### src/design/bmirq_pkg.sv
package bmirq_pkg;

   localparam int PRG_WINDOWS = 3;
   localparam int CHR_WINDOWS = 8;
   localparam int CHR_SEL_WIDTH = $clog2(CHR_WINDOWS);

   localparam int KIND_WIDTH = 2;
   localparam int ADDR_WIDTH = 16;
   localparam int DATA_WIDTH = 8;
   localparam int BANK_WIDTH = 8;
   localparam int COUNT_WIDTH = 16;
   localparam int TARGET_WIDTH = 3;
   localparam int MAPPED_WIDTH = 21;
   localparam int CSR_INDEX_WIDTH = 2;

   localparam logic [KIND_WIDTH-1:0] KIND_WRITE   = 2'd0;
   localparam logic [KIND_WIDTH-1:0] KIND_TICK    = 2'd1;
   localparam logic [KIND_WIDTH-1:0] KIND_CPU_MAP = 2'd2;
   localparam logic [KIND_WIDTH-1:0] KIND_PPU_MAP = 2'd3;

   localparam logic [TARGET_WIDTH-1:0] TARGET_NONE = 3'd0;
   localparam logic [TARGET_WIDTH-1:0] TARGET_PRAM = 3'd1;
   localparam logic [TARGET_WIDTH-1:0] TARGET_PROM = 3'd2;
   localparam logic [TARGET_WIDTH-1:0] TARGET_CROM = 3'd3;
   localparam logic [TARGET_WIDTH-1:0] TARGET_NT   = 3'd4;

   localparam logic [CSR_INDEX_WIDTH-1:0] CSR_PRG_BANK_MASK = 2'd0;
   localparam logic [CSR_INDEX_WIDTH-1:0] CSR_CHR_BANK_MASK = 2'd1;

   localparam logic [3:0] PAGE_PRG0 = 4'h8;
   localparam logic [3:0] PAGE_CTRL = 4'h9;
   localparam logic [3:0] PAGE_PRG1 = 4'hA;
   localparam logic [3:0] PAGE_CHR  = 4'hB;
   localparam logic [3:0] PAGE_PRG2 = 4'hC;

   localparam logic [11:0] SUB_MIRROR     = 12'h001;
   localparam logic [11:0] SUB_IRQ_ENABLE = 12'h003;
   localparam logic [11:0] SUB_IRQ_ACK    = 12'h004;
   localparam logic [11:0] SUB_RELOAD_HI  = 12'h005;
   localparam logic [11:0] SUB_RELOAD_LO  = 12'h006;

   localparam logic [BANK_WIDTH-1:0] PRG_BANK2_RESET = 8'hFE;
   localparam logic [BANK_WIDTH-1:0] MASK_RESET      = 8'hFF;

   typedef struct packed {
      logic [KIND_WIDTH-1:0] kind;
      logic [ADDR_WIDTH-1:0] bus_addr;
      logic [DATA_WIDTH-1:0] write_data;
   } item_type;

   typedef struct packed {
      logic [PRG_WINDOWS-1:0][BANK_WIDTH-1:0] prg_banks;
      logic [CHR_WINDOWS-1:0][BANK_WIDTH-1:0] chr_banks;
      logic                                   mirror_select;
      logic [BANK_WIDTH-1:0]                  prg_bank_mask;
      logic [BANK_WIDTH-1:0]                  chr_bank_mask;
   } map_state_type;

   typedef struct packed {
      logic [TARGET_WIDTH-1:0] target;
      logic [MAPPED_WIDTH-1:0] mapped_addr;
      logic                    nametable_a10;
   } map_result_type;

endpackage

### src/design/bmirq_state.sv
module bmirq_state (
   input  logic                                 clock,
   input  logic                                 reset,
   input  logic                                 upd_valid,
   input  bmirq_pkg::item_type                  item,
   input  logic                                 csr_write,
   input  logic [bmirq_pkg::CSR_INDEX_WIDTH-1:0] csr_index,
   input  logic [bmirq_pkg::DATA_WIDTH-1:0]      csr_write_data,
   output bmirq_pkg::map_state_type             map_state,
   output logic                                 irq_line_next
);

   logic [bmirq_pkg::PRG_WINDOWS-1:0][bmirq_pkg::BANK_WIDTH-1:0] prg_banks_ff, prg_banks_in;
   logic [bmirq_pkg::CHR_WINDOWS-1:0][bmirq_pkg::BANK_WIDTH-1:0] chr_banks_ff, chr_banks_in;
   logic                                  mirror_ff, mirror_in;
   logic                                  irq_enable_ff, irq_enable_in;
   logic                                  irq_line_ff, irq_line_in;
   logic [bmirq_pkg::COUNT_WIDTH-1:0]     irq_count_ff, irq_count_in;
   logic [bmirq_pkg::COUNT_WIDTH-1:0]     irq_reload_ff, irq_reload_in;
   logic [bmirq_pkg::BANK_WIDTH-1:0]      prg_mask_ff, prg_mask_in;
   logic [bmirq_pkg::BANK_WIDTH-1:0]      chr_mask_ff, chr_mask_in;
   logic [bmirq_pkg::COUNT_WIDTH-1:0]     count_dec;
   logic [3:0]                            page;
   logic [11:0]                           sub;
   logic                                  is_write;
   logic                                  is_tick;

   assign page      = item.bus_addr[15:12];
   assign sub       = item.bus_addr[11:0];
   assign is_write  = upd_valid && (item.kind == bmirq_pkg::KIND_WRITE);
   assign is_tick   = upd_valid && (item.kind == bmirq_pkg::KIND_TICK);
   assign count_dec = irq_count_ff - 1'b1;

   always_comb begin
      prg_banks_in  = prg_banks_ff;
      chr_banks_in  = chr_banks_ff;
      mirror_in     = mirror_ff;
      irq_enable_in = irq_enable_ff;
      irq_line_in   = irq_line_ff;
      irq_count_in  = irq_count_ff;
      irq_reload_in = irq_reload_ff;
      if (is_write) begin
         if (page == bmirq_pkg::PAGE_PRG0 && sub == 12'h000) begin
            prg_banks_in[0] = item.write_data;
         end else if (page == bmirq_pkg::PAGE_PRG1 && sub == 12'h000) begin
            prg_banks_in[1] = item.write_data;
         end else if (page == bmirq_pkg::PAGE_PRG2 && sub == 12'h000) begin
            prg_banks_in[2] = item.write_data;
         end else if (page == bmirq_pkg::PAGE_CHR
                      && sub[11:bmirq_pkg::CHR_SEL_WIDTH] == '0) begin
            chr_banks_in[sub[bmirq_pkg::CHR_SEL_WIDTH-1:0]] = item.write_data;
         end else if (page == bmirq_pkg::PAGE_CTRL) begin
            case (sub)
               bmirq_pkg::SUB_MIRROR: begin
                  mirror_in = item.write_data[7];
               end
               bmirq_pkg::SUB_IRQ_ENABLE: begin
                  irq_enable_in = item.write_data[7];
                  irq_line_in   = 1'b0;
               end
               bmirq_pkg::SUB_IRQ_ACK: begin
                  irq_count_in = irq_reload_ff;
                  irq_line_in  = 1'b0;
               end
               bmirq_pkg::SUB_RELOAD_HI: begin
                  irq_reload_in = {item.write_data, irq_reload_ff[7:0]};
               end
               bmirq_pkg::SUB_RELOAD_LO: begin
                  irq_reload_in = {irq_reload_ff[15:8], item.write_data};
               end
               default: begin
               end
            endcase
         end
      end else if (is_tick && irq_enable_ff) begin
         irq_count_in = count_dec;
         if (count_dec == '0) begin
            irq_line_in   = 1'b1;
            irq_enable_in = 1'b0;
         end
      end
   end

   always_comb begin
      prg_mask_in = prg_mask_ff;
      chr_mask_in = chr_mask_ff;
      if (csr_write) begin
         case (csr_index)
            bmirq_pkg::CSR_PRG_BANK_MASK: prg_mask_in = csr_write_data;
            bmirq_pkg::CSR_CHR_BANK_MASK: chr_mask_in = csr_write_data;
            default: begin
            end
         endcase
      end
   end

   always_ff @(posedge clock) begin
      if (reset) begin
         prg_banks_ff[0] <= 8'd0;
         prg_banks_ff[1] <= 8'd1;
         prg_banks_ff[2] <= bmirq_pkg::PRG_BANK2_RESET;
         for (int i = 0; i < bmirq_pkg::CHR_WINDOWS; i++) begin
            chr_banks_ff[i] <= bmirq_pkg::BANK_WIDTH'(i);
         end
         mirror_ff     <= 1'b0;
         irq_enable_ff <= 1'b0;
         irq_line_ff   <= 1'b0;
         irq_count_ff  <= '0;
         irq_reload_ff <= '0;
         prg_mask_ff   <= bmirq_pkg::MASK_RESET;
         chr_mask_ff   <= bmirq_pkg::MASK_RESET;
      end else begin
         prg_banks_ff  <= prg_banks_in;
         chr_banks_ff  <= chr_banks_in;
         mirror_ff     <= mirror_in;
         irq_enable_ff <= irq_enable_in;
         irq_line_ff   <= irq_line_in;
         irq_count_ff  <= irq_count_in;
         irq_reload_ff <= irq_reload_in;
         prg_mask_ff   <= prg_mask_in;
         chr_mask_ff   <= chr_mask_in;
      end
   end

   assign map_state.prg_banks     = prg_banks_ff;
   assign map_state.chr_banks     = chr_banks_ff;
   assign map_state.mirror_select = mirror_ff;
   assign map_state.prg_bank_mask = prg_mask_ff;
   assign map_state.chr_bank_mask = chr_mask_ff;
   assign irq_line_next           = irq_line_in;

   // The counter reaching zero on a tick raises the line and stops counting.
   assert property (@(posedge clock) disable iff (reset)
      (is_tick && irq_enable_ff && irq_count_ff == 16'd1)
      |=> (irq_line_ff && !irq_enable_ff && irq_count_ff == '0))
      else $error("IRQ not raised when the counter reached zero");

   // Only a tick transaction can raise the line.
   assert property (@(posedge clock) disable iff (reset)
      $rose(irq_line_ff) |-> $past(is_tick))
      else $error("IRQ raised outside a tick");

   // An acknowledge with reload copies the latch and drops the line.
   assert property (@(posedge clock) disable iff (reset)
      (is_write && page == bmirq_pkg::PAGE_CTRL && sub == bmirq_pkg::SUB_IRQ_ACK)
      |=> (!irq_line_ff && irq_count_ff == $past(irq_reload_ff)))
      else $error("counter reload or acknowledge failed");

endmodule

### src/design/bmirq_xlate.sv
module bmirq_xlate (
   input  bmirq_pkg::item_type       item,
   input  bmirq_pkg::map_state_type  map_state,
   output bmirq_pkg::map_result_type result
);

   logic [bmirq_pkg::BANK_WIDTH-1:0] prg_bank;
   logic [bmirq_pkg::BANK_WIDTH-1:0] chr_bank;
   logic [13:0]                      ppu_addr;
   logic                             nt_sel;

   assign ppu_addr = item.bus_addr[13:0];
   assign chr_bank = map_state.chr_banks[ppu_addr[12:10]] & map_state.chr_bank_mask;
   assign nt_sel   = map_state.mirror_select ? ppu_addr[11] : ppu_addr[10];

   always_comb begin
      case (item.bus_addr[14:13])
         2'd0:    prg_bank = map_state.prg_banks[0];
         2'd1:    prg_bank = map_state.prg_banks[1];
         2'd2:    prg_bank = map_state.prg_banks[2];
         default: prg_bank = 8'hFF;
      endcase
      prg_bank = prg_bank & map_state.prg_bank_mask;
   end

   always_comb begin
      result.target        = bmirq_pkg::TARGET_NONE;
      result.mapped_addr   = '0;
      result.nametable_a10 = 1'b0;
      case (item.kind)
         bmirq_pkg::KIND_CPU_MAP: begin
            if (item.bus_addr[15:13] == 3'd7) begin
               result.target      = bmirq_pkg::TARGET_PROM;
               result.mapped_addr = {map_state.prg_bank_mask, item.bus_addr[12:0]};
            end else if (item.bus_addr[15]) begin
               result.target      = bmirq_pkg::TARGET_PROM;
               result.mapped_addr = {prg_bank, item.bus_addr[12:0]};
            end else if (item.bus_addr[14:13] == 2'd3) begin
               result.target      = bmirq_pkg::TARGET_PRAM;
               result.mapped_addr = {8'd0, item.bus_addr[12:0]};
            end
         end
         bmirq_pkg::KIND_PPU_MAP: begin
            if (!ppu_addr[13]) begin
               result.target      = bmirq_pkg::TARGET_CROM;
               result.mapped_addr = {3'd0, chr_bank, ppu_addr[9:0]};
            end else begin
               result.target        = bmirq_pkg::TARGET_NT;
               result.mapped_addr   = {10'd0, nt_sel, ppu_addr[9:0]};
               result.nametable_a10 = nt_sel;
            end
         end
         default: begin
         end
      endcase
   end

endmodule

### src/design/bank_mapper_with_irq_counter.sv
// Bank mapper with a CPU-cycle IRQ counter. Every request transaction (a CPU
// register write, one CPU cycle tick, a CPU address or a PPU address) yields
// exactly one response transaction, in order. The block takes one transaction
// per clock unless a stalled response holds it: a request is captured in an
// input register, decoded and translated combinationally against the bank and
// counter registers, and the answer is held in a response register, from
// which it is presented. While the response register holds a stalled
// answer, one more request is still taken. The mask registers are written
// through the csr port, which is always ready.
module bank_mapper_with_irq_counter (
   input  logic                                  clock,
   input  logic                                  reset,
   input  logic                                  req_valid,
   output logic                                  req_stall,
   input  logic [bmirq_pkg::KIND_WIDTH-1:0]      req_kind,
   input  logic [bmirq_pkg::ADDR_WIDTH-1:0]      req_bus_addr,
   input  logic [bmirq_pkg::DATA_WIDTH-1:0]      req_write_data,
   output logic                                  rsp_valid,
   input  logic                                  rsp_stall,
   output logic                                  rsp_irq_active,
   output logic [bmirq_pkg::TARGET_WIDTH-1:0]    rsp_target,
   output logic [bmirq_pkg::MAPPED_WIDTH-1:0]    rsp_mapped_addr,
   output logic                                  rsp_nametable_a10,
   input  logic                                  csr_valid,
   output logic                                  csr_ready,
   input  logic [bmirq_pkg::CSR_INDEX_WIDTH-1:0] csr_index,
   input  logic [bmirq_pkg::DATA_WIDTH-1:0]      csr_write_data
);

   logic                          in_valid_ff, in_valid_in;
   bmirq_pkg::item_type           in_item_ff, in_item_in;
   logic                          rsp_valid_ff, rsp_valid_in;
   logic                          rsp_irq_ff, rsp_irq_in;
   bmirq_pkg::map_result_type     rsp_result_ff, rsp_result_in;
   bmirq_pkg::map_state_type      map_state;
   bmirq_pkg::map_result_type     xlate_result;
   logic                          irq_line_next;
   logic                          advance;
   logic                          load_in;

   assign advance   = in_valid_ff && (!rsp_valid_ff || !rsp_stall);
   assign req_stall = in_valid_ff && !advance;
   assign load_in   = req_valid && !req_stall;
   assign csr_ready = 1'b1;

   assign in_valid_in  = load_in || (in_valid_ff && !advance);
   assign in_item_in   = load_in ? bmirq_pkg::item_type'{kind: req_kind,
                                                         bus_addr: req_bus_addr,
                                                         write_data: req_write_data}
                                 : in_item_ff;
   assign rsp_valid_in = advance || (rsp_valid_ff && rsp_stall);
   assign rsp_irq_in    = advance ? irq_line_next : rsp_irq_ff;
   assign rsp_result_in = advance ? xlate_result : rsp_result_ff;

   bmirq_state u_state (
      .clock          (clock),
      .reset          (reset),
      .upd_valid      (advance),
      .item           (in_item_ff),
      .csr_write      (csr_valid && csr_ready),
      .csr_index      (csr_index),
      .csr_write_data (csr_write_data),
      .map_state      (map_state),
      .irq_line_next  (irq_line_next)
   );

   bmirq_xlate u_xlate (
      .item      (in_item_ff),
      .map_state (map_state),
      .result    (xlate_result)
   );

   always_ff @(posedge clock) begin
      if (reset) begin
         in_valid_ff  <= 1'b0;
         rsp_valid_ff <= 1'b0;
      end else begin
         in_valid_ff  <= in_valid_in;
         rsp_valid_ff <= rsp_valid_in;
      end
   end

   always_ff @(posedge clock) begin
      in_item_ff    <= in_item_in;
      rsp_irq_ff    <= rsp_irq_in;
      rsp_result_ff <= rsp_result_in;
   end

   assign rsp_valid         = rsp_valid_ff;
   assign rsp_irq_active    = rsp_irq_ff;
   assign rsp_target        = rsp_result_ff.target;
   assign rsp_mapped_addr   = rsp_result_ff.mapped_addr;
   assign rsp_nametable_a10 = rsp_result_ff.nametable_a10;

endmodule

### config.mk
export PLATFORM = sky130hd
export DESIGN_NAME = bank_mapper_with_irq_counter
export DESIGN_NICKNAME = d
export VERILOG_FILES = /design/src/design/bmirq_pkg.sv /design/src/design/bmirq_state.sv /design/src/design/bmirq_xlate.sv /design/src/design/bank_mapper_with_irq_counter.sv
export SDC_FILE = /design/constraint.sdc
export NUM_CORES = 1
export LEC_CHECK = 0
export ABC_AREA = 1
export BUFFER_PORTS_ARGS = -buffer_cell sky130_fd_sc_hd__buf_2
export CORE_UTILIZATION = 40
export CTS_CLUSTER_SIZE = 20
export DETAILED_ROUTE_END_ITERATION = 8
export GPL_ROUTABILITY_DRIVEN = 0
export PLACE_DENSITY = 0.66
export SYNTH_ARGS = -nofsm -noshare
export SYNTH_HDL_FRONTEND = slang
export SYNTH_SLANG_ARGS = --single-unit
### constraint.sdc
create_clock -name clock -period 3.1 [get_ports clock]
set_clock_uncertainty 0.2 [all_clocks]
set_input_delay 0.31 -clock clock [delete_from_list [all_inputs] [get_ports clock]]
set_output_delay 0.31 -clock clock [all_outputs]
set_load 0.05 [all_outputs]
==> results of run 1 <==
-- registers in the layout, summed over array words and instances (netlist names), 3 cells and up --
name / cells
rsp_target: 3
u_state.irq_count_ff: 16
u_state.map_state: 88
u_state.irq_reload_ff: 16
u_state.chr_mask_ff: 8
in_item_ff: 26
u_state.prg_mask_ff: 8
rsp_mapped_addr: 21
-- cells in the mapped netlist --
cell type	count	share of area [%]
sky130_fd_sc_hd__and3_1	1	0.075
sky130_fd_sc_hd__ha_1	2	0.30
sky130_fd_sc_hd__buf_1	3	0.13
sky130_fd_sc_hd__dfxtp_1	141	34
sky130_fd_sc_hd__o21ai_0	94	5.6
sky130_fd_sc_hd__o211ai_1	24	2.1
sky130_fd_sc_hd__a21oi_1	56	3.3
sky130_fd_sc_hd__a2111oi_0	1	0.10
sky130_fd_sc_hd__inv_2	5	0.22
sky130_fd_sc_hd__or2_2	1	0.075
sky130_fd_sc_hd__clkbuf_1	33	1.5
sky130_fd_sc_hd__clkinv_1	8	0.36
sky130_fd_sc_hd__a211oi_2	1	0.15
sky130_fd_sc_hd__o2111ai_1	5	0.52
sky130_fd_sc_hd__a21o_1	1	0.089
sky130_fd_sc_hd__o22ai_1	2	0.15
sky130_fd_sc_hd__nor4_1	2	0.15
sky130_fd_sc_hd__nor3_4	5	0.97
sky130_fd_sc_hd__o221ai_1	7	0.73
sky130_fd_sc_hd__inv_1	95	4.2
sky130_fd_sc_hd__nor2_4	2	0.27
sky130_fd_sc_hd__nand2_1	165	7.4
sky130_fd_sc_hd__buf_4	6	0.54
sky130_fd_sc_hd__nor3_1	6	0.36
sky130_fd_sc_hd__nand4_1	8	0.60
sky130_fd_sc_hd__nor2_1	130	5.8
sky130_fd_sc_hd__and2_1	1	0.075
sky130_fd_sc_hd__xor2_1	3	0.31
sky130_fd_sc_hd__a211oi_1	58	5.2
sky130_fd_sc_hd__nand3b_1	3	0.27
sky130_fd_sc_hd__nor3_2	1	0.12
sky130_fd_sc_hd__a31oi_1	9	0.67
sky130_fd_sc_hd__nand2_2	3	0.22
sky130_fd_sc_hd__edfxtp_1	52	19
sky130_fd_sc_hd__conb_1	1	0.045
sky130_fd_sc_hd__o31ai_1	1	0.089
sky130_fd_sc_hd__buf_2	10	0.60
sky130_fd_sc_hd__nor2_2	3	0.22
sky130_fd_sc_hd__o21a_1	1	0.089
sky130_fd_sc_hd__nand3_2	1	0.12
sky130_fd_sc_hd__nand3_1	66	3.9
-- final cells by class --
type                            count  area, sq um
Timing Repair Buffer              119          826
Clock inverter                      8          103
Inverter                          108          405
Fill cell                        1965        10500
Multi-Input combinational cell    664         3370
Tap cell                          270          338
Sequential cell                   193         4380
Clock buffer                       24          493
-- metal layers --
layer,share of wire [%],vias up
met5,0,-
met4,1.5,0
met3,4.7,20
met2,45,217
met1,49,3421
li1,-,3649
-- kinds of logic after synthesis --
logic type	after synthesis
and+or+nand+nor	398
xor gates and xnor gates	3
AOI/OAI and AO/OA	260
adders and majority gates	2
buffers and inverters	160
DFF	193
other	1
-- how the worst max path moves through the flow --
stage                             startpoint                               endpoint  slack, ns  cells past startpoint
finish              in_item_ff[22]$_DFFE_PP_  u_state.irq_count_ff[10]$_SDFFE_PP0P_       0.34                     10
global route        in_item_ff[22]$_DFFE_PP_   u_state.irq_count_ff[4]$_SDFFE_PP0P_       0.02                      9
CTS                 in_item_ff[22]$_DFFE_PP_   u_state.irq_count_ff[4]$_SDFFE_PP0P_       0.40                      9
detailed placement  in_item_ff[22]$_DFFE_PP_  u_state.irq_count_ff[10]$_SDFFE_PP0P_       0.43                     10
global placement    in_item_ff[22]$_DFFE_PP_  u_state.irq_count_ff[10]$_SDFFE_PP0P_       0.49                     10
floorplan               rsp_valid$_SDFF_PP0_     u_state.map_state[74]$_SDFFE_PP1P_       0.48                     13
-- metrics by stage --
stage	power (mW)	cell area, sq um
2_1_floorplan	2.98	8390
3_3_place_gp	3.11	8960
3_5_place_dp	3.12	8960
4_1_cts	5.34	9920
5_1_grt	5.49	9920
6_report	5.32	9920
-- power groups by stage --
stage / sequential (mW) / clock, mW / combinational, mW
finish: 2.69 / 2.22 / 0.409
global route: 2.70 / 2.34 / 0.445
CTS: 2.69 / 2.24 / 0.406
detailed placement: 2.75 / 0 / 0.370
global placement: 2.75 / 0 / 0.369
floorplan: 2.78 / 0 / 0.198
-- tightest hold or removal path: cells and delay by family --
| kind | cells | cell delay, ns |
|---|---|---|
| simple gates | 3 | 0.29 |
| buf+inv | 1 | 0.08 |
-- placed cells by master, fill, tap and decap left out, types with 2 or more instances in the layout --
| master | netlist | routed |
|---|---|---|
| sky130_fd_sc_hd__clkinv_1 | 8 | 9 |
| sky130_fd_sc_hd__edfxtp_1 | 52 | 52 |
| sky130_fd_sc_hd__nand3_1 | 66 | 66 |
| sky130_fd_sc_hd__o22ai_1 | 2 | 2 |
| sky130_fd_sc_hd__nand4_1 | 8 | 8 |
| sky130_fd_sc_hd__bufinv_16 | 0 | 2 |
| sky130_fd_sc_hd__o2111ai_1 | 5 | 5 |
| sky130_fd_sc_hd__nand2_1 | 165 | 165 |
| sky130_fd_sc_hd__nor2_4 | 2 | 2 |
| sky130_fd_sc_hd__a21oi_1 | 56 | 56 |
| sky130_fd_sc_hd__ha_1 | 2 | 2 |
| sky130_fd_sc_hd__a211oi_1 | 58 | 58 |
| sky130_fd_sc_hd__o221ai_1 | 7 | 7 |
| sky130_fd_sc_hd__nor3_1 | 6 | 6 |
| sky130_fd_sc_hd__inv_2 | 5 | 5 |
| sky130_fd_sc_hd__buf_2 | 10 | 68 |
| sky130_fd_sc_hd__nor2_2 | 3 | 3 |
| sky130_fd_sc_hd__nand2_2 | 3 | 3 |
| sky130_fd_sc_hd__buf_4 | 6 | 14 |
| sky130_fd_sc_hd__clkbuf_16 | 0 | 18 |
| sky130_fd_sc_hd__nor3_4 | 5 | 5 |
| sky130_fd_sc_hd__dfxtp_1 | 141 | 141 |
| sky130_fd_sc_hd__inv_1 | 95 | 95 |
| sky130_fd_sc_hd__o211ai_1 | 24 | 24 |
| sky130_fd_sc_hd__nand3b_1 | 3 | 3 |
| sky130_fd_sc_hd__clkbuf_1 | 33 | 4 |
| sky130_fd_sc_hd__clkinv_4 | 0 | 3 |
| sky130_fd_sc_hd__clkbuf_8 | 0 | 2 |
| sky130_fd_sc_hd__o21ai_0 | 94 | 94 |
| sky130_fd_sc_hd__xor2_1 | 3 | 3 |
| sky130_fd_sc_hd__dlygate4sd3_1 | 0 | 36 |
| sky130_fd_sc_hd__nor4_1 | 2 | 2 |
| sky130_fd_sc_hd__a31oi_1 | 9 | 9 |
| sky130_fd_sc_hd__nor2_1 | 130 | 130 |
-- timing repair --
action / CTS / global route
hold buffers: 36 / 0
setup endpoints to repair: 0 / 0
buffers inserted: 0 / 0
endpoints found under the hold margin: 44 / 0
==> results.sh, run 1 <==
export IMPL_initial_standard_cell_utilization_of_the_core_pct=41.1
export IMPL_holdWs_ns=0.100
export IMPL_hold_violations=0
export IMPL_max_freq_ghz=0.362
export IMPL_setup_ws_ns=0.335
export IMPL_htreeDepth=4
export IMPL_clock_sink_count=193
export IMPL_grt_total_usage_pct=21.2
export IMPL_synthToLayoutAreaGrowth_pct=18.2
export IMPL_run_status="complete, no violations"
export IMPL_synthXorXnorAreaFrac_pct=0.313
export IMPL_setup_worst_path_class="register to register"
export IMPL_placedCellCount=1318
export IMPL_net_switching_power_mw=1.27
export IMPL_final_max_slew_violation_count=0
export IMPL_die_area_sq_mm=0.0216
export IMPL_grt_pass1_vias=6840
export IMPL_holdCritStartpoint="csr_index[1]"
export IMPL_route_antenna_remaining_nets=0
export IMPL_synth_nets=1060
export IMPL_per_cell_via_count_in_the_routed_design=5.27
export IMPL_cts_resized_gates=0
export IMPL_core_area_sq_mm=0.0204
export IMPL_synth_seq_cells=193
export IMPL_synth_top_family_by_area="simple AND/OR/NAND/NOR gates"
export IMPL_fraction_of_layout_cells_with_a_size_suffix_above_1_pct=11.8
export IMPL_cts_root_buf="sky130_fd_sc_hd__clkbuf_16"
export IMPL_io_buffer_count=68
export IMPL_clk_path_buf_depth=2
export IMPL_crit_reg2reg_capture="u_state.irq_count_ff[10]$_SDFFE_PP0P_"
export IMPL_share_of_the_synthesized_area_in_compound_gates_ao_oa_aoi_oai_pct=18.9
export IMPL_place_ws_ns=0.433
export IMPL_detail_route_wl_per_cell_um=15.9
export IMPL_drc=0
export IMPL_critPathRequiredTime_ns=3.23
export IMPL_worst_hold_path_num_cells=4
export IMPL_power_ir_vdd_worst_v=0.000384
export IMPL_finalWorstPathRequiredPeriod_ns=2.76
export IMPL_groute_layer_met3_usage_pct=3.70
export IMPL_cell_repeated_most_along_the_worst_path="sky130_fd_sc_hd__nand2_1"
export IMPL_post_synth_cell_area_avg_sq_um=8.25
export IMPL_syn_instance_count=1017
export IMPL_fin_setup_tns_ns=0
export IMPL_grt_residual_overflow=0
export IMPL_rr_startpoint="in_item_ff[22]$_DFFE_PP_"
export IMPL_final_setup_viol_count=0
export IMPL_antenna_diode_count=0
export IMPL_max_stage_delay_ns=0.59
export IMPL_cts_clk_slew_worst_paths_ns=0.07
export IMPL_crit_path_max_fanout=18
export IMPL_finalCritPeriodShare_pct=89.2
export IMPL_clock_insertion_delay_worst_skew_ns=0.43
export IMPL_synth_area_sq_mm=0.00839
export IMPL_final_instance_count_without_filler_cells=1386
export IMPL_seqPwrFrac_pct=50.6
export IMPL_combinationalPowerShare_pct=7.7
export IMPL_busiest_layer="met2"
export IMPL_worst_path_max_delay_cell="sky130_fd_sc_hd__edfxtp_1"
export IMPL_synth_seq_area_share_pct=52.2
export IMPL_rsz0062_at_grt="no"
export IMPL_regToRegSetupSlack_ns=0.34
export IMPL_internal_power_mw=4.05
export IMPL_maximum_number_of_pins_on_one_net_before_global_route_repair=77
export IMPL_final_net_count=1146
export IMPL_slew_headroom_pct=41.7
export IMPL_detail_route_first_pass_iterations=7
export IMPL_post_synth_and_or_nand_nor_area_fraction_pct=20.7
export IMPL_use_met2_pct=32.9
export IMPL_number_of_antenna_violations_at_the_first_check_in_global_routing=0
export IMPL_synth_warnings=0
export IMPL_crit_chain="nor2_2, inv_1, nor2_1, nand2_1, nand2_1, nand2_1, inv_2, o211ai_1, o211ai_1, inv_1"
export IMPL_drv_max_cap_violation_count=0
export IMPL_hp_class="primary input to register"
export IMPL_r2r_worst_path_cells=10
export IMPL_first_iter_violations=561
export IMPL_floorplan_die_height_um=147
export IMPL_gr_usage_met1_pct=30.1
export IMPL_dp_hpwl_um=15100
export IMPL_design_portCount=70
export IMPL_synth_mux_area_fraction_pct=0
export IMPL_switching_share_of_power_pct=24.0
export IMPL_floorplan_die_width_um=147
export IMPL_drt_wl_total_um=22100
export IMPL_dr_total_vias=7307
export IMPL_power_density_mw_per_mm2=536
export IMPL_cp_top_delay_family="simple AND/OR/NAND/NOR gates"
export IMPL_setup_worst_path_end_class="register"
export IMPL_cts_tree="built"
export IMPL_worstMarginPinSlew_ns=0.875
export IMPL_cts_inserted_buffers=17
export IMPL_critical_path_n_buffers_inverters=3
export IMPL_fraction_of_power_consumed_by_the_clock_network_pct=41.7
export IMPL_total_leakage_power_nw=4.16
export IMPL_synth_adder_area_share_pct=0.298
export IMPL_worst_ep_arrival_time_ns=2.90
export IMPL_final_util_pct=48.6
export IMPL_startpoint_type="register"
export IMPL_grt_pass1_wl_um=35900
export IMPL_synthDistinctLibCells=41
export IMPL_hold_end="u_state.chr_mask_ff[7]$_SDFFE_PP1P_"
export IMPL_core_rowCount=52
No activity file was read; power rests on OpenSTA's default activity.
==> run 2, diff against run 1 <==
--- a/config.mk
+++ b/config.mk
@@ -7,11 +7,13 @@
 export LEC_CHECK = 0
 export ABC_AREA = 1
 export BUFFER_PORTS_ARGS = -buffer_cell sky130_fd_sc_hd__buf_2
+export CELL_PAD_IN_SITES_DETAIL_PLACEMENT = 1
+export CELL_PAD_IN_SITES_GLOBAL_PLACEMENT = 1
 export CORE_UTILIZATION = 40
 export CTS_CLUSTER_SIZE = 20
 export DETAILED_ROUTE_END_ITERATION = 8
 export GPL_ROUTABILITY_DRIVEN = 0
-export PLACE_DENSITY = 0.66
+export PLACE_DENSITY = 0.81
 export SYNTH_ARGS = -nofsm -noshare
 export SYNTH_HDL_FRONTEND = slang
 export SYNTH_SLANG_ARGS = --single-unit
==> results.sh, run 2 (synthesis results as in run 1) <==
export IMPL_design_portCount=70
export IMPL_worst_ep_arrival_time_ns=2.87
export IMPL_floorplan_die_width_um=147
export IMPL_crit_path_max_fanout=13
export IMPL_initial_standard_cell_utilization_of_the_core_pct=41.1
export IMPL_setup_worst_path_end_class="register"
export IMPL_first_iter_violations=463
export IMPL_hold_end="u_state.chr_mask_ff[4]$_SDFFE_PP1P_"
export IMPL_dr_total_vias=7486
export IMPL_fin_setup_tns_ns=0
export IMPL_per_cell_via_count_in_the_routed_design=5.39
export IMPL_detail_route_first_pass_iterations=5
export IMPL_cp_top_delay_family="simple AND/OR/NAND/NOR gates"
export IMPL_most_common_layout_cells="sky130_fd_sc_hd__nand2_1 (165), sky130_fd_sc_hd__dfxtp_1 (141), sky130_fd_sc_hd__nor2_1 (130), sky130_fd_sc_hd__inv_1 (95), sky130_fd_sc_hd__o21ai_0 (94)"
export IMPL_grt_pass1_wl_um=42000
export IMPL_drc=0
export IMPL_grt_pass1_vias=7608
export IMPL_max_stage_delay_ns=0.58
export IMPL_holdCritStartpoint="csr_index[1]"
export IMPL_hold_violations=0
export IMPL_grt_residual_overflow=0
export IMPL_run_status="complete, no violations"
export IMPL_clock_insertion_delay_worst_skew_ns=0.45
export IMPL_maximum_number_of_pins_on_one_net_before_global_route_repair=77
export IMPL_io_buffer_count=68
export IMPL_synthToLayoutAreaGrowth_pct=18.2
export IMPL_cts_resized_gates=0
export IMPL_critPathRequiredTime_ns=3.20
export IMPL_dp_hpwl_um=17800
export IMPL_hp_class="primary input to register"
export IMPL_finalWorstPathRequiredPeriod_ns=2.77
export IMPL_total_leakage_power_nw=4.17
export IMPL_core_area_sq_mm=0.0204
export IMPL_clk_path_buf_depth=2
export IMPL_clock_sink_count=193
export IMPL_worst_hold_path_num_cells=4
export IMPL_crit_chain="inv_1, nor2_4, inv_1, nor3_1, nand2_1, inv_1, nand3_1, nand2_1, o211ai_1"
export IMPL_finalCritPeriodShare_pct=89.4
export IMPL_detail_route_wl_per_cell_um=18.7
export IMPL_core_rowCount=52
export IMPL_worst_path_max_delay_cell="sky130_fd_sc_hd__edfxtp_1"
export IMPL_crit_reg2reg_capture="u_state.map_state[74]$_SDFFE_PP1P_"
export IMPL_cts_clk_slew_worst_paths_ns=0.08
export IMPL_number_of_antenna_violations_at_the_first_check_in_global_routing=0
export IMPL_grt_total_usage_pct=25.1
export IMPL_cts_tree="built"
export IMPL_final_net_count=1149
export IMPL_final_max_slew_violation_count=0
export IMPL_rr_startpoint="in_item_ff[21]$_DFFE_PP_"
export IMPL_max_freq_ghz=0.361
export IMPL_startpoint_type="register"
export IMPL_floorplan_die_height_um=147
export IMPL_final_util_pct=48.6
export IMPL_drt_wl_total_um=26000
export IMPL_mostFrequentLayoutCell="sky130_fd_sc_hd__nand2_1"
export IMPL_power_density_mw_per_mm2=536
export IMPL_critical_path_n_buffers_inverters=3
export IMPL_cts_setup_buffers=0
export IMPL_rsz0062_at_grt="no"
export IMPL_setup_worst_path_class="register to register"
export IMPL_route_antenna_remaining_nets=0
export IMPL_antenna_diode_count=0
export IMPL_cell_repeated_most_along_the_worst_path="sky130_fd_sc_hd__inv_1"
export IMPL_htreeDepth=4
export IMPL_die_area_sq_mm=0.0216
export IMPL_regToRegSetupSlack_ns=0.33
export IMPL_r2r_worst_path_cells=9
export IMPL_power_ir_vdd_worst_v=0.000382
export IMPL_drv_max_cap_violation_count=0
export IMPL_cts_inserted_buffers=17
export IMPL_final_setup_viol_count=0
export IMPL_cts_root_buf="sky130_fd_sc_hd__clkbuf_16"
export IMPL_largest_reg_flops=88
export IMPL_final_fill_count=2487
export IMPL_postCtsHoldBufs=36
export IMPL_fraction_of_layout_cells_with_a_size_suffix_above_1_pct=12.4
export IMPL_slew_headroom_pct=37.9
export IMPL_worstMarginPinSlew_ns=0.932
-- run 2: area by class of cell --
class                           instances  area (sq um)  area share (%)
Tap cell                              270           338            3.40
Sequential cell                       193          4380            44.2
Multi-Input combinational cell        664          3370            34.0
Clock buffer                           18           429            4.32
Inverter                              108           405            4.09
Timing Repair Buffer                  122           848            8.55
Clock inverter                         14           146            1.48
-- run 2: power breakdown --
part           internal [mW]  switching (mW)  total (mW)  leakage, nW
clock network           1.14            1.06        2.20        0.278
registers               2.64          0.0558        2.70         1.65
logic                  0.125           0.299       0.425         2.24
total                   3.91            1.41        5.32         4.17
-- run 2: worst register-to-register path, delay by kind of cell, from the launching register on --
kind | cells | cell delay (ns)
DFF | 1 | 0.58
AOI/OAI and AO/OA | 1 | 0.10
buffers and inverters | 3 | 0.61
and+or+nand+nor | 5 | 1.14
-- run 2: worst max path at each step --
stage / endpoint / depth (start not counted) / start
floorplan: u_state.map_state[74]$_SDFFE_PP1P_ / 13 / rsp_valid$_SDFF_PP0_
global placement: u_state.map_state[74]$_SDFFE_PP1P_ / 9 / in_item_ff[21]$_DFFE_PP_
detailed placement: u_state.map_state[73]$_SDFFE_PP1P_ / 8 / in_item_ff[21]$_DFFE_PP_
CTS: u_state.map_state[74]$_SDFFE_PP1P_ / 9 / in_item_ff[21]$_DFFE_PP_
global route: u_state.map_state[74]$_SDFFE_PP1P_ / 9 / in_item_ff[21]$_DFFE_PP_
finish: u_state.map_state[74]$_SDFFE_PP1P_ / 9 / in_item_ff[21]$_DFFE_PP_
-- run 2: layer usage --
metal / global-route usage (%) / wire, um
met5: 0 / 0
met4: 9.64 / 572
met3: 3.76 / 928
met2: 41.1 / 12600
met1: 33.5 / 11900
-- run 2: per-stage QoR --
stage	setup WS, ns	hold WS [ns]	total power, mW	std cells	instance area [sq um]
3_3_place_gp	0.601	0.238	3.13	1321	8990
4_1_cts	0.395	0.102	5.34	1389	9920
2_1_floorplan	0.482	0.209	2.98	1017	8390
5_1_grt	0.0591	0.150	5.49	1389	9920
6_report	0.330	0.107	5.32	1389	9920
3_5_place_dp	0.463	0.246	3.14	1321	8990
==> run 3, diff against run 2 <==
==> constraint.sdc (replaced) <==
create_clock -name clock -period 3.1 [get_ports clock]
set_clock_uncertainty 0.2 [all_clocks]
set_input_delay 0.465 -clock clock [delete_from_list [all_inputs] [get_ports clock]]
set_output_delay 0.465 -clock clock [all_outputs]
set_load 0.05 [all_outputs]
==> results.sh, run 3 (synthesis results as in run 1) <==
export IMPL_run_status="complete, no violations"
export IMPL_finalWorstPathRequiredPeriod_ns=2.65
export IMPL_cts_clk_slew_worst_paths_ns=0.08
export IMPL_detail_route_wl_per_cell_um=18.3
export IMPL_setup_ws_ns=0.453
export IMPL_cts_resized_gates=0
export IMPL_mostFrequentLayoutCell="sky130_fd_sc_hd__nand2_1"
export IMPL_placedCellCount=1321
export IMPL_htreeDepth=4
export IMPL_die_area_sq_mm=0.0216
export IMPL_crit_path_max_fanout=13
export IMPL_drc=0
export IMPL_io_buffer_count=68
export IMPL_number_of_antenna_violations_at_the_first_check_in_global_routing=0
export IMPL_setup_worst_path_end_class="register"
export IMPL_startpoint_type="register"
export IMPL_holdCritStartpoint="req_bus_addr[12]"
export IMPL_detail_route_first_pass_iterations=5
export IMPL_worst_hold_path_num_cells=1
export IMPL_fin_setup_tns_ns=0
export IMPL_clock_insertion_delay_worst_skew_ns=0.45
export IMPL_clk_path_buf_depth=2
export IMPL_synthToLayoutAreaGrowth_pct=17.0
export IMPL_rsz0062_at_grt="no"
export IMPL_critPathRequiredTime_ns=3.21
export IMPL_place_ws_ns=0.405
export IMPL_final_util_pct=48.1
export IMPL_r2r_worst_path_cells=8
export IMPL_hold_end="in_item_ff[20]$_DFFE_PP_"
export IMPL_most_common_layout_cells="sky130_fd_sc_hd__nand2_1 (165), sky130_fd_sc_hd__dfxtp_1 (141), sky130_fd_sc_hd__nor2_1 (130), sky130_fd_sc_hd__inv_1 (95), sky130_fd_sc_hd__o21ai_0 (94)"
export IMPL_cts_tree="built"
export IMPL_fraction_of_layout_cells_with_a_size_suffix_above_1_pct=12.6
export IMPL_total_leakage_power_nw=4.13
export IMPL_crit_reg2reg_capture="u_state.map_state[74]$_SDFFE_PP1P_"
export IMPL_final_net_count=1138
export IMPL_gr_usage_met1_pct=32.8
export IMPL_use_met2_pct=40.0
export IMPL_grt_pass1_wl_um=40700
export IMPL_max_freq_ghz=0.378
export IMPL_drt_wl_total_um=25300
export IMPL_per_cell_via_count_in_the_routed_design=5.40
export IMPL_regToRegSetupSlack_ns=0.45
export IMPL_dp_hpwl_um=17300
export IMPL_dr_total_vias=7436
export IMPL_floorplan_die_width_um=147
export IMPL_setup_worst_path_class="register to register"
export IMPL_worst_ep_arrival_time_ns=2.76
export IMPL_grt_pass1_vias=7615
export IMPL_final_setup_viol_count=0
export IMPL_core_rowCount=52
export IMPL_groute_layer_met3_usage_pct=4.38
export IMPL_slew_headroom_pct=35.2
export IMPL_final_max_slew_violation_count=0
export IMPL_grt_residual_overflow=0
export IMPL_cts_inserted_buffers=17
export IMPL_cts_root_buf="sky130_fd_sc_hd__clkbuf_16"
export IMPL_core_area_sq_mm=0.0204
export IMPL_largest_reg_flops=88
export IMPL_rr_startpoint="in_item_ff[22]$_DFFE_PP_"
export IMPL_grt_total_usage_pct=24.5
export IMPL_design_portCount=70
export IMPL_maximum_number_of_pins_on_one_net_before_global_route_repair=77
export IMPL_final_fill_count=2454
export IMPL_clock_sink_count=193
export IMPL_power_ir_vdd_worst_v=0.000400
export IMPL_initial_standard_cell_utilization_of_the_core_pct=41.1
export IMPL_first_iter_violations=401
export IMPL_busiest_layer="met2"
export IMPL_final_instance_count_without_filler_cells=1378
export IMPL_floorplan_die_height_um=147
export IMPL_power_density_mw_per_mm2=540
export IMPL_hp_class="primary input to register"
export IMPL_route_antenna_remaining_nets=0
export IMPL_drv_max_cap_violation_count=0
export IMPL_hold_violations=0
export IMPL_antenna_diode_count=0
export IMPL_worstMarginPinSlew_ns=0.972
export IMPL_finalCritPeriodShare_pct=85.4
==> run 3: cell count changes in the layout (fill, tap and decap cells not counted), moves of 2 or more <==
cell,before,now
sky130_fd_sc_hd__dlygate4sd3_1,36,25
sky130_fd_sc_hd__clkinv_8,0,2
sky130_fd_sc_hd__inv_6,5,3
sky130_fd_sc_hd__inv_8,3,5
==> run 3: repair_timing <==
| item | 4_1_cts | 5_1_grt |
|---|---|---|
| hold endpoints to repair | 25 | 0 |
| hold buffers | 25 | 0 |
| setup buffers | 0 | 0 |
==> run 3: power breakdown <==
part	switching [mW]	leakage, nW	internal [mW]
clock network	1.09	0.287	1.10
registers	0.0507	1.65	2.64
logic	0.300	2.19	0.118
==> run 3: layer usage <==
| layer | part of all wire, % | wire length, um | vias up |
|---|---|---|---|
| li1 | - | - | 3635 |
| met1 | 48 | 12100 | 3604 |
| met2 | 47 | 11800 | 164 |
| met3 | 3.9 | 974 | 33 |
| met4 | 1.7 | 427 | 0 |
| met5 | 0 | 0 | - |
==> run 3: worst max-delay path by stage <==
stage / to / cells after the start / start / slack, ns
3_5_place_dp: u_state.map_state[81]$_SDFFE_PP0P_ / 10 / rsp_stall / 0.41
3_3_place_gp: u_state.map_state[83]$_SDFFE_PP0P_ / 10 / rsp_stall / 0.59
5_1_grt: u_state.map_state[74]$_SDFFE_PP1P_ / 8 / in_item_ff[22]$_DFFE_PP_ / 0.22
2_1_floorplan: u_state.map_state[74]$_SDFFE_PP1P_ / 13 / rsp_valid$_SDFF_PP0_ / 0.48
6_report: u_state.map_state[74]$_SDFFE_PP1P_ / 8 / in_item_ff[22]$_DFFE_PP_ / 0.45
4_1_cts: u_state.map_state[74]$_SDFFE_PP1P_ / 8 / in_item_ff[22]$_DFFE_PP_ / 0.47
==> run 3: cell type report <==
class / count / area (sq um) / area share (%)
Inverter: 108 / 405 / 4.13
Multi-Input combinational cell: 664 / 3370 / 34.3
Clock buffer: 19 / 444 / 4.52
Timing Repair Buffer: 111 / 738 / 7.52
Sequential cell: 193 / 4380 / 44.6
Tap cell: 270 / 338 / 3.44
Clock inverter: 13 / 140 / 1.43
==> run 3: through the flow <==
step           instance area (sq um)  hold WS (ns)  power (mW)
2_1_floorplan                   8390         0.221        2.98
3_3_place_gp                    8990         0.236        3.13
3_5_place_dp                    8990         0.243        3.14
4_1_cts                         9820      0.000408        5.34
5_1_grt                         9820       0.00129        5.47
6_report                        9820        0.0116        5.31
==> run 3: worst max-delay path: stages, from the launching register on <==
cell and delay, ns:
sky130_fd_sc_hd__edfxtp_1 0.61, sky130_fd_sc_hd__nor2_4 0.31, sky130_fd_sc_hd__inv_1 0.16, sky130_fd_sc_hd__nor3_1 0.19
sky130_fd_sc_hd__nand2_1 0.07, sky130_fd_sc_hd__inv_1 0.28, sky130_fd_sc_hd__nand3_1 0.40, sky130_fd_sc_hd__nand2_1 0.19
sky130_fd_sc_hd__o211ai_1 0.10
